==> config.mk <==
export PLATFORM = sky130hd
export DESIGN_NAME = vector_decay_prune_flat
export DESIGN_NICKNAME = d
export VERILOG_FILES = /design/src/vdp_pkg.sv /design/src/vdp_req_if.sv /design/src/vdp_rsp_if.sv /design/src/vdp_csr.sv /design/src/vdp_ctrl.sv /design/src/vdp_datapath.sv /design/src/vector_decay_prune.sv /design/src/flat_wrapper.sv
export SDC_FILE = /design/constraint.sdc
export NUM_CORES = 2
export LEC_CHECK = 0
export CORE_MARGIN = 2
export CORE_UTILIZATION = 45
export DETAILED_ROUTE_END_ITERATION = 8
export DONT_BUFFER_PORTS = 1
export SYNTH_ARGS = -nofsm -noshare
export SYNTH_HDL_FRONTEND = slang
export SYNTH_SLANG_ARGS = --single-unit
==> constraint.sdc <==
create_clock -name clock -period 10.9 [get_ports clock]
set_input_delay 0.545 -clock clock [delete_from_list [all_inputs] [get_ports clock]]
set_output_delay 0.545 -clock clock [all_outputs]
set_load 0.01 [all_outputs]
==> src/vdp_pkg.sv <==
`timescale 1ns / 1ps
`default_nettype none

package vdp_pkg;

   localparam int RATE_BITS     = 17;
   localparam int FLOOR_BITS    = 16;
   localparam int MAG_BITS      = 26;
   localparam int LIFE_BITS     = 31;
   localparam int AGE_BITS      = 32;
   localparam int SUM_BITS      = 52;
   localparam int MAG_SQ_BITS   = 2 * MAG_BITS;
   localparam int CSR_IDX_BITS  = 2;
   localparam int CSR_DATA_BITS = 31;

   localparam logic [CSR_IDX_BITS-1:0] CSR_DECAY_RATE    = 2'd0;
   localparam logic [CSR_IDX_BITS-1:0] CSR_FLOOR_VALUE   = 2'd1;
   localparam logic [CSR_IDX_BITS-1:0] CSR_MIN_MAGNITUDE = 2'd2;
   localparam logic [CSR_IDX_BITS-1:0] CSR_MAX_LIFETIME  = 2'd3;

   localparam logic [RATE_BITS-1:0]  DECAY_RATE_RESET    = 17'd62259;
   localparam logic [FLOOR_BITS-1:0] FLOOR_VALUE_RESET   = 16'd1;
   localparam logic [MAG_BITS-1:0]   MIN_MAGNITUDE_RESET = 26'd6554;
   localparam logic [LIFE_BITS-1:0]  MAX_LIFETIME_RESET  = 31'd60000;

   typedef struct packed {
      logic [RATE_BITS-1:0]  rate_q16;
      logic [FLOOR_BITS-1:0] floor_value;
      logic [MAG_BITS-1:0]   mag_limit;
      logic [LIFE_BITS-1:0]  max_lifetime;
   } cfg_type;

   typedef struct packed {
      logic load;
      logic mul;
      logic dec;
      logic sqr;
      logic acc;
   } cmd_type;

endpackage

`default_nettype wire

==> src/vdp_req_if.sv <==
`timescale 1ns / 1ps
`default_nettype none

interface vdp_req_if #(
   parameter int VALUE_BITS = 24
);
   logic                         valid;
   logic                         ready;
   logic signed [VALUE_BITS-1:0] comp_value;
   logic [vdp_pkg::AGE_BITS-1:0] age_ms;
   logic                         last_comp;

   modport source (output valid, output comp_value, output age_ms, output last_comp,
                   input ready);
   modport sink (input valid, input comp_value, input age_ms, input last_comp,
                 output ready);
endinterface

`default_nettype wire

==> src/vdp_rsp_if.sv <==
`timescale 1ns / 1ps
`default_nettype none

interface vdp_rsp_if #(
   parameter int VALUE_BITS = 24
);
   logic                  valid;
   logic                  ready;
   logic [VALUE_BITS-2:0] decayed_value;
   logic                  vector_done;
   logic                  keep;
   logic                  too_weak;
   logic                  expired;

   modport source (output valid, output decayed_value, output vector_done, output keep,
                   output too_weak, output expired, input ready);
   modport sink (input valid, input decayed_value, input vector_done, input keep,
                 input too_weak, input expired, output ready);
endinterface

`default_nettype wire

==> src/vdp_csr.sv <==
`timescale 1ns / 1ps
`default_nettype none

module vdp_csr (
   input  wire logic                               clock,
   input  wire logic                               reset,
   input  wire logic                               csr_wr_en,
   input  wire logic [vdp_pkg::CSR_IDX_BITS-1:0]  csr_index,
   input  wire logic [vdp_pkg::CSR_DATA_BITS-1:0] csr_wr_data,
   output vdp_pkg::cfg_type                        cfg
);

   vdp_pkg::cfg_type cfg_ff;
   vdp_pkg::cfg_type cfg_in;

   always_comb begin
      cfg_in = cfg_ff;
      if (csr_wr_en) begin
         case (csr_index)
            vdp_pkg::CSR_DECAY_RATE: begin
               cfg_in.rate_q16 = csr_wr_data[vdp_pkg::RATE_BITS-1:0];
            end
            vdp_pkg::CSR_FLOOR_VALUE: begin
               cfg_in.floor_value = csr_wr_data[vdp_pkg::FLOOR_BITS-1:0];
            end
            vdp_pkg::CSR_MIN_MAGNITUDE: begin
               cfg_in.mag_limit = csr_wr_data[vdp_pkg::MAG_BITS-1:0];
            end
            vdp_pkg::CSR_MAX_LIFETIME: begin
               cfg_in.max_lifetime = csr_wr_data[vdp_pkg::LIFE_BITS-1:0];
            end
            default: begin
               cfg_in = cfg_ff;
            end
         endcase
      end
   end

   always_ff @(posedge clock) begin
      if (reset) begin
         cfg_ff.rate_q16     <= vdp_pkg::DECAY_RATE_RESET;
         cfg_ff.floor_value  <= vdp_pkg::FLOOR_VALUE_RESET;
         cfg_ff.mag_limit    <= vdp_pkg::MIN_MAGNITUDE_RESET;
         cfg_ff.max_lifetime <= vdp_pkg::MAX_LIFETIME_RESET;
      end else begin
         cfg_ff <= cfg_in;
      end
   end

   assign cfg = cfg_ff;

endmodule

`default_nettype wire

==> src/vdp_ctrl.sv <==
`timescale 1ns / 1ps
`default_nettype none

module vdp_ctrl (
   input  wire logic        clock,
   input  wire logic        reset,
   input  wire logic        req_valid,
   output logic             req_ready,
   output logic             rsp_valid,
   input  wire logic        rsp_ready,
   output vdp_pkg::cmd_type cmd
);

   typedef enum logic [2:0] {
      ST_IDLE,
      ST_MUL,
      ST_DEC,
      ST_SQR,
      ST_ACC
   } state_type;

   state_type state_ff;
   state_type state_in;
   logic      rsp_valid_ff;
   logic      rsp_valid_in;
   logic      slot_free;

   assign slot_free = !rsp_valid_ff || rsp_ready;
   assign req_ready = (state_ff == ST_IDLE);
   assign rsp_valid = rsp_valid_ff;

   always_comb begin
      cmd.load = req_valid && req_ready;
      cmd.mul  = (state_ff == ST_MUL);
      cmd.dec  = (state_ff == ST_DEC);
      cmd.sqr  = (state_ff == ST_SQR);
      cmd.acc  = (state_ff == ST_ACC) && slot_free;
   end

   always_comb begin
      state_in     = state_ff;
      rsp_valid_in = rsp_valid_ff && !rsp_ready;
      case (state_ff)
         ST_IDLE: begin
            if (req_valid) begin
               state_in = ST_MUL;
            end
         end
         ST_MUL: begin
            state_in = ST_DEC;
         end
         ST_DEC: begin
            state_in = ST_SQR;
         end
         ST_SQR: begin
            state_in = ST_ACC;
         end
         ST_ACC: begin
            // hold until the output slot frees
            if (slot_free) begin
               state_in     = ST_IDLE;
               rsp_valid_in = 1'b1;
            end
         end
         default: begin
            state_in = ST_IDLE;
         end
      endcase
   end

   always_ff @(posedge clock) begin
      if (reset) begin
         state_ff     <= ST_IDLE;
         rsp_valid_ff <= 1'b0;
      end else begin
         state_ff     <= state_in;
         rsp_valid_ff <= rsp_valid_in;
      end
   end

   a_accept_starts: assert property (@(posedge clock) disable iff (reset)
      cmd.load |=> state_ff == ST_MUL)
      else $error("accepted request did not start the multiply step");

   a_acc_posts: assert property (@(posedge clock) disable iff (reset)
      cmd.acc |=> rsp_valid_ff && state_ff == ST_IDLE)
      else $error("accumulate step did not post a response");

   a_busy_blocks: assert property (@(posedge clock) disable iff (reset)
      (state_ff == ST_ACC) && !slot_free |=> state_ff == ST_ACC)
      else $error("accumulate step left while the output slot was full");

endmodule

`default_nettype wire

==> src/vdp_datapath.sv <==
`timescale 1ns / 1ps
`default_nettype none

module vdp_datapath #(
   parameter int FRAC_BITS  = 16,
   parameter int VALUE_BITS = 24
) (
   input  wire logic                          clock,
   input  wire logic                          reset,
   input  wire vdp_pkg::cmd_type              cmd,
   input  wire vdp_pkg::cfg_type              cfg,
   input  wire logic signed [VALUE_BITS-1:0]  req_comp_value,
   input  wire logic [vdp_pkg::AGE_BITS-1:0]  req_age_ms,
   input  wire logic                          req_last_comp,
   output logic [VALUE_BITS-2:0]              rsp_decayed_value,
   output logic                               rsp_vector_done,
   output logic                               rsp_keep,
   output logic                               rsp_too_weak,
   output logic                               rsp_expired
);

   localparam int POS_BITS  = VALUE_BITS - 1;
   localparam int DW        = (POS_BITS > vdp_pkg::FLOOR_BITS) ? POS_BITS : vdp_pkg::FLOOR_BITS;
   localparam int PROD_BITS = POS_BITS + vdp_pkg::RATE_BITS;
   localparam int SQ_BITS   = 2 * DW;
   localparam int ACC_BITS  = ((vdp_pkg::SUM_BITS > SQ_BITS) ? vdp_pkg::SUM_BITS : SQ_BITS) + 1;
   localparam int CMP_BITS  = vdp_pkg::SUM_BITS + 2;

   localparam logic [PROD_BITS-1:0] POS_MAX = PROD_BITS'((64'd1 << POS_BITS) - 64'd1);
   localparam logic [ACC_BITS-1:0]  SUM_MAX = ACC_BITS'({vdp_pkg::SUM_BITS{1'b1}});

   logic signed [VALUE_BITS-1:0]      comp_ff;
   logic [vdp_pkg::AGE_BITS-1:0]      age_ff;
   logic                              last_ff;
   logic [PROD_BITS-1:0]              prod_ff;
   logic [PROD_BITS-1:0]              prod_in;
   logic [vdp_pkg::MAG_SQ_BITS-1:0]   mag_sq_ff;
   logic [vdp_pkg::MAG_SQ_BITS-1:0]   mag_sq_in;
   logic [DW-1:0]                     d_ff;
   logic [DW-1:0]                     d_in;
   logic [SQ_BITS-1:0]                sq_ff;
   logic [SQ_BITS-1:0]                sq_in;
   logic [vdp_pkg::SUM_BITS-1:0]      sum_ff;
   logic [vdp_pkg::SUM_BITS-1:0]      sum_in;
   logic [POS_BITS-1:0]               value_ff;
   logic                              done_ff;
   logic                              keep_ff;
   logic                              weak_ff;
   logic                              expired_ff;

   logic [POS_BITS-1:0]               mag;
   logic [PROD_BITS-1:0]              shifted;
   logic [DW-1:0]                     clip;
   logic [DW-1:0]                     floor_ext;
   logic [ACC_BITS-1:0]               sum_ext;
   logic [vdp_pkg::SUM_BITS-1:0]      sum_sat;
   logic                              norm_ok;
   logic                              fresh;

   // drop negative components to zero so the product lands on the floor
   assign mag       = comp_ff[VALUE_BITS-1] ? '0 : comp_ff[POS_BITS-1:0];
   assign prod_in   = PROD_BITS'(mag) * PROD_BITS'(cfg.rate_q16);
   assign mag_sq_in = vdp_pkg::MAG_SQ_BITS'(cfg.mag_limit) *
                      vdp_pkg::MAG_SQ_BITS'(cfg.mag_limit);

   assign shifted   = prod_ff >> FRAC_BITS;
   assign clip      = (shifted > POS_MAX) ? DW'(POS_MAX) : DW'(shifted);
   assign floor_ext = DW'(cfg.floor_value);
   assign d_in      = (clip < floor_ext) ? floor_ext : clip;

   assign sq_in     = SQ_BITS'(d_ff) * SQ_BITS'(d_ff);

   assign sum_ext   = ACC_BITS'(sum_ff) + ACC_BITS'(sq_ff);
   assign sum_sat   = (sum_ext > SUM_MAX) ? {vdp_pkg::SUM_BITS{1'b1}}
                                          : sum_ext[vdp_pkg::SUM_BITS-1:0];
   assign norm_ok   = {sum_sat, 2'b00} > CMP_BITS'(mag_sq_ff);
   assign fresh     = age_ff < {cfg.max_lifetime, 1'b0};
   assign sum_in    = last_ff ? '0 : sum_sat;

   assign rsp_decayed_value = value_ff;
   assign rsp_vector_done   = done_ff;
   assign rsp_keep          = keep_ff;
   assign rsp_too_weak      = weak_ff;
   assign rsp_expired       = expired_ff;

   always_ff @(posedge clock) begin
      if (cmd.load) begin
         comp_ff <= req_comp_value;
         age_ff  <= req_age_ms;
         last_ff <= req_last_comp;
      end
      if (cmd.mul) begin
         prod_ff   <= prod_in;
         mag_sq_ff <= mag_sq_in;
      end
      if (cmd.dec) begin
         d_ff <= d_in;
      end
      if (cmd.sqr) begin
         sq_ff <= sq_in;
      end
      if (cmd.acc) begin
         value_ff   <= d_ff[POS_BITS-1:0];
         done_ff    <= last_ff;
         keep_ff    <= last_ff && norm_ok && fresh;
         weak_ff    <= last_ff && !norm_ok;
         expired_ff <= last_ff && !fresh;
      end
   end

   always_ff @(posedge clock) begin
      if (reset) begin
         sum_ff <= '0;
      end else if (cmd.acc) begin
         sum_ff <= sum_in;
      end
   end

   a_floor_held: assert property (@(posedge clock) disable iff (reset)
      cmd.dec |=> d_ff >= DW'($past(cfg.floor_value)))
      else $error("decayed value fell below the floor");

   a_sum_cleared: assert property (@(posedge clock) disable iff (reset)
      cmd.acc && last_ff |=> sum_ff == '0)
      else $error("accumulator not cleared after last component");

   a_done_flags: assert property (@(posedge clock) disable iff (reset)
      cmd.acc |=> !rsp_vector_done || (rsp_keep != (rsp_too_weak || rsp_expired)))
      else $error("keep disagrees with weak and expired flags");

endmodule

`default_nettype wire

==> src/vector_decay_prune.sv <==
`timescale 1ns / 1ps
`default_nettype none

// Port group  Direction  Handshake                Payload
// req_chan    in         valid/ready              comp_value, age_ms, last_comp
// rsp_chan    out        valid/ready              decayed_value, vector_done, keep,
//                                                 too_weak, expired
// csr_*       in         csr_wr_en, no backpress  csr_index, csr_wr_data
//
// Each request passes in order through accept, decay multiply, saturate and floor, square,
// accumulate; the single sequencer in vdp_ctrl walks these steps for one request.
// A finished response sits in the output register while the next request is taken.
// Accumulate stalls while an earlier response is still untaken.
// Reset loads register defaults and clears the accumulator.

module vector_decay_prune #(
   parameter int FRAC_BITS  = 16,
   parameter int VALUE_BITS = 24
) (
   input  wire logic                               clock,
   input  wire logic                               reset,
   vdp_req_if.sink                                 req_chan,
   vdp_rsp_if.source                               rsp_chan,
   input  wire logic                               csr_wr_en,
   input  wire logic [vdp_pkg::CSR_IDX_BITS-1:0]  csr_index,
   input  wire logic [vdp_pkg::CSR_DATA_BITS-1:0] csr_wr_data
);

   vdp_pkg::cfg_type cfg;
   vdp_pkg::cmd_type cmd;

   vdp_csr u_csr (
      .clock       (clock),
      .reset       (reset),
      .csr_wr_en   (csr_wr_en),
      .csr_index   (csr_index),
      .csr_wr_data (csr_wr_data),
      .cfg         (cfg)
   );

   vdp_ctrl u_ctrl (
      .clock     (clock),
      .reset     (reset),
      .req_valid (req_chan.valid),
      .req_ready (req_chan.ready),
      .rsp_valid (rsp_chan.valid),
      .rsp_ready (rsp_chan.ready),
      .cmd       (cmd)
   );

   vdp_datapath #(
      .FRAC_BITS  (FRAC_BITS),
      .VALUE_BITS (VALUE_BITS)
   ) u_datapath (
      .clock             (clock),
      .reset             (reset),
      .cmd               (cmd),
      .cfg               (cfg),
      .req_comp_value    (req_chan.comp_value),
      .req_age_ms        (req_chan.age_ms),
      .req_last_comp     (req_chan.last_comp),
      .rsp_decayed_value (rsp_chan.decayed_value),
      .rsp_vector_done   (rsp_chan.vector_done),
      .rsp_keep          (rsp_chan.keep),
      .rsp_too_weak      (rsp_chan.too_weak),
      .rsp_expired       (rsp_chan.expired)
   );

endmodule

`default_nettype wire

==> src/flat_wrapper.sv <==
// flat-port wrapper written by rule: the top's interface ports become plain ports
module vector_decay_prune_flat 
#(
   parameter int FRAC_BITS  = 16,
   parameter int VALUE_BITS = 24
)
  (clock, reset, csr_wr_en, csr_index, csr_wr_data, req_chan_valid, req_chan_comp_value, req_chan_age_ms, req_chan_last_comp, req_chan_ready, rsp_chan_valid, rsp_chan_decayed_value, rsp_chan_vector_done, rsp_chan_keep, rsp_chan_too_weak, rsp_chan_expired, rsp_chan_ready);
  vdp_req_if #(.VALUE_BITS(VALUE_BITS)) req_chan_i ();
  vdp_rsp_if #(.VALUE_BITS(VALUE_BITS)) rsp_chan_i ();
  input  wire logic clock;
  input  wire logic reset;
  input  wire logic csr_wr_en;
  input  wire logic [vdp_pkg::CSR_IDX_BITS-1:0] csr_index;
  input  wire logic [vdp_pkg::CSR_DATA_BITS-1:0] csr_wr_data;
  input wire logic [$bits(req_chan_i.valid)-1:0] req_chan_valid;
  input wire logic [$bits(req_chan_i.comp_value)-1:0] req_chan_comp_value;
  input wire logic [$bits(req_chan_i.age_ms)-1:0] req_chan_age_ms;
  input wire logic [$bits(req_chan_i.last_comp)-1:0] req_chan_last_comp;
  output wire logic [$bits(req_chan_i.ready)-1:0] req_chan_ready;
  output wire logic [$bits(rsp_chan_i.valid)-1:0] rsp_chan_valid;
  output wire logic [$bits(rsp_chan_i.decayed_value)-1:0] rsp_chan_decayed_value;
  output wire logic [$bits(rsp_chan_i.vector_done)-1:0] rsp_chan_vector_done;
  output wire logic [$bits(rsp_chan_i.keep)-1:0] rsp_chan_keep;
  output wire logic [$bits(rsp_chan_i.too_weak)-1:0] rsp_chan_too_weak;
  output wire logic [$bits(rsp_chan_i.expired)-1:0] rsp_chan_expired;
  input wire logic [$bits(rsp_chan_i.ready)-1:0] rsp_chan_ready;
  assign req_chan_i.valid = req_chan_valid;
  assign req_chan_i.comp_value = req_chan_comp_value;
  assign req_chan_i.age_ms = req_chan_age_ms;
  assign req_chan_i.last_comp = req_chan_last_comp;
  assign req_chan_ready = req_chan_i.ready;
  assign rsp_chan_valid = rsp_chan_i.valid;
  assign rsp_chan_decayed_value = rsp_chan_i.decayed_value;
  assign rsp_chan_vector_done = rsp_chan_i.vector_done;
  assign rsp_chan_keep = rsp_chan_i.keep;
  assign rsp_chan_too_weak = rsp_chan_i.too_weak;
  assign rsp_chan_expired = rsp_chan_i.expired;
  assign rsp_chan_i.ready = rsp_chan_ready;
  vector_decay_prune #(.FRAC_BITS(FRAC_BITS), .VALUE_BITS(VALUE_BITS)) u_core (.clock(clock), .reset(reset), .req_chan(req_chan_i), .rsp_chan(rsp_chan_i), .csr_wr_en(csr_wr_en), .csr_index(csr_index), .csr_wr_data(csr_wr_data));
endmodule
==> reports/metrics.cfg <==
[outcome]
outcome=complete, no violations

[die]
core_area_um2=139500
die_y_um=379
rows=137
dieArea_um2=143600
die_w_um=379
initial_core_util=0.4535
num_io_pins=124

[route]
drtIter0Drc=2333
viasPerCell=5.119
drc_errors=0
dr.pass1.iters=8
num_vias=43887
detail_route.wl_per_cell_um=18.32
ant_nets=0
wl_mm=157.0

[global_routing]
grt_max_degree=82
antenna_found_initial=8
grt_overflow=0
grt_use_total=0.2278
grt_pass1_wl_mm=256.8
first_global_vias=47747

[synth]
synth.most_common_cell=inv_1
ys_warn_count=0
synth_fa_ha_area_frac=0.5073
ys_ff_latch=372
synth_top_family_by_area=adder cells
muxShareOfSynthArea=0.003183
synthXorXnorAreaFrac=0.02408
yosys.area_share.simple=0.1278
synth_edf_count=226
yosysTopAreaCellShare=0.3837
synth_area_leader_cell=fa_1
syn_inst=6658
async_flop_share=0
synth_area_um2=63280
yosysUniqueCellTypes=82
yosys_most_used_dff=edfxtp_1
synth_compound_area_frac=0.07389
seq_area_frac_synth=0.1534
yosys-top-cells-count=inv_1, fa_1, nand2_1
ys_top_cells_by_area=fa_1, ha_1, edfxtp_1
syn_area_per_cell_um2=9.505
synthesis.nets=8591

[place]
placed_area_um2=65360
dp_slack_ns=2.734
portBuffers=0
dp_hpwl_mm=123.7
finalWeightedCongestion=0.8907

[timing]
max_slew_margin=0.2091
slew_violations=0
max_clock_freq_mhz=120.8
worstMarginPinSlew_ns=1.185
period_minus_slack_ns=8.278
skew_ns=0.06508
finalWorstSetupSlack_ns=2.622
fin_setup_tns_ns=0
finalHoldViolations=0
finalSetupViolCount=0
rsz0062_at_grt=false
finalCritPeriodShare=0.7594

[worst_hold_path]
hold_path_class=in2reg

[clock_tree]
clock-sinks=372
cts_resized=0
hold_buffers=92
numCtsBuffers=45
cts-root-buf=clkbuf_16
clk_latency_ns=0.67
cts.path.max_buffers=3
cts_htree_levels=2
post-cts-setup-buffer-count=0
clk_pin_slew_ns=0.06
cts_tree=yes

[setup_path]
required_ns=11.32
criticalPathCategory=reg2reg
cp.arrival_ns=8.70
critical_path_peak_fanout=17
startpoint_type=flip-flop
end_kind=flip-flop

[cells_and_area]
drive_gt1_frac=0.03817
post-route-cell-area_um2=67870
area_delta_synth_final_pct=7.250
num-fill-cells=13179
nets=8576

[job]
maxCapViolCount=0

-- final cells by class --
cell class	instances	area, um^2	area share
Clock buffer	64	1290	0.01901
Timing Repair Buffer	178	1584	0.02334
Multi-Input combinational cell	4448	46650	0.6874
Antenna cell	18	45.04	0.0006637
Clock inverter	20	241.5	0.003558
Inverter	1598	5998	0.08838
Sequential cell	372	9709	0.1431
Tap cell	1876	2347	0.03458
-- state kept, by name (all words and copies together) (netlist names) --
signal and count:
u_core.u_datapath.rsp_decayed_value 23, u_core.u_datapath.comp_ff 24, u_core.u_ctrl.rsp_valid 1, u_core.u_datapath.mag_sq_ff 51, u_core.u_datapath.rsp_expired 1, u_core.u_datapath.last_ff 1
u_core.u_datapath.sq_ff 45, u_core.u_datapath.d_ff 23, u_core.u_ctrl.state_ff 3, u_core.u_datapath.prod_ff 24, u_core.u_datapath.sum_ff 52, u_core.u_datapath.rsp_vector_done 1
u_core.u_datapath.rsp_keep 1, u_core.u_datapath.age_ff 31, u_core.u_datapath.rsp_too_weak 1, u_core.u_csr.cfg 90
-- cell usage in the layout, fill, tap and decap left out, types with 33 or more instances in the layout --
master / instances
nand3_1: 39
a22o_1: 46
xnor2_1: 114
or2_2: 39
clkbuf_16: 46
buf_4: 86
dlygate4sd3_1: 91
ha_1: 625
xor2_1: 60
fa_1: 1213
o21ai_0: 103
dfxtp_1: 146
a21oi_1: 258
a21o_1: 114
nor2_1: 187
edfxtp_1: 226
and2_1: 384
inv_1: 1593
o21bai_1: 33
nor2b_1: 39
nand4_1: 35
nand2_1: 831
-- critical path: stages (launching register included) --
cell and delay (ns):
dfxtp_1 0.87, inv_1 0.39, nor2_1 0.31, ha_1 0.29
xnor2_1 0.15, fa_1 0.48, inv_1 0.06, fa_1 0.50
inv_1 0.05, fa_1 0.48, inv_1 0.05, fa_1 0.50
fa_1 0.54, inv_1 0.05, fa_1 0.47, ha_1 0.40
and4_1 0.25, nand3_1 0.17, o41ai_1 0.84, a21oi_1 0.36
o211ai_1 0.31, a21oi_1 0.13, o21ai_0 0.21, xor2_1 0.09
-- metrics by stage --
stage                       util  hold slack, ns  std cells
after floorplan                -          0.4244       6658
after global placement    0.4684          0.4369       8380
after detailed placement  0.4684          0.4422       8380
after CTS                 0.4861       0.0006313       8556
after global routing      0.4864         0.01373       8571
final                     0.4864         0.03889       8574
-- kinds of logic (layout without fill, tap and decap cells) --
logic type	after synthesis	in the layout
adder cells (fa/ha/maj)	1838	1838
buffers and inverters	1838	1860
AND/OR/NAND/NOR	1701	1701
AO/OA/AOI/OAI	717	717
flip-flops	372	372
XOR/XNOR	174	174
multiplexers	18	18
other	0	18
-- path summary, 6_finish.rpt --
check                                                        to  slack [ns]            startpoint  cells after the start
worst min register to register             u_core.u_csr.cfg[27]        0.45  u_core.u_csr.cfg[27]                      2
worst min-delay path                       u_core.u_csr.cfg[57]        0.04                 reset                      1
worst max register to register  u_core.u_datapath.mag_sq_ff[50]        2.62  u_core.u_csr.cfg[42]                     23
worst max-delay path            u_core.u_datapath.mag_sq_ff[50]        2.62  u_core.u_csr.cfg[42]                     23
-- per-layer routing --
layer	track usage	routed length (um)	part of all wire	up-vias
li1	-	-	-	20344
met1	0.2994	67110	0.43	22322
met3	0.03099	8127	0.052	240
met5	0	13	0.000083	-
met4	0.07367	5520	0.035	2
met2	0.3883	76270	0.49	979
Power is left out: the tool's default activity adds up to more than one toggle a clock period on the data nets, which glitch-free logic cannot reach.
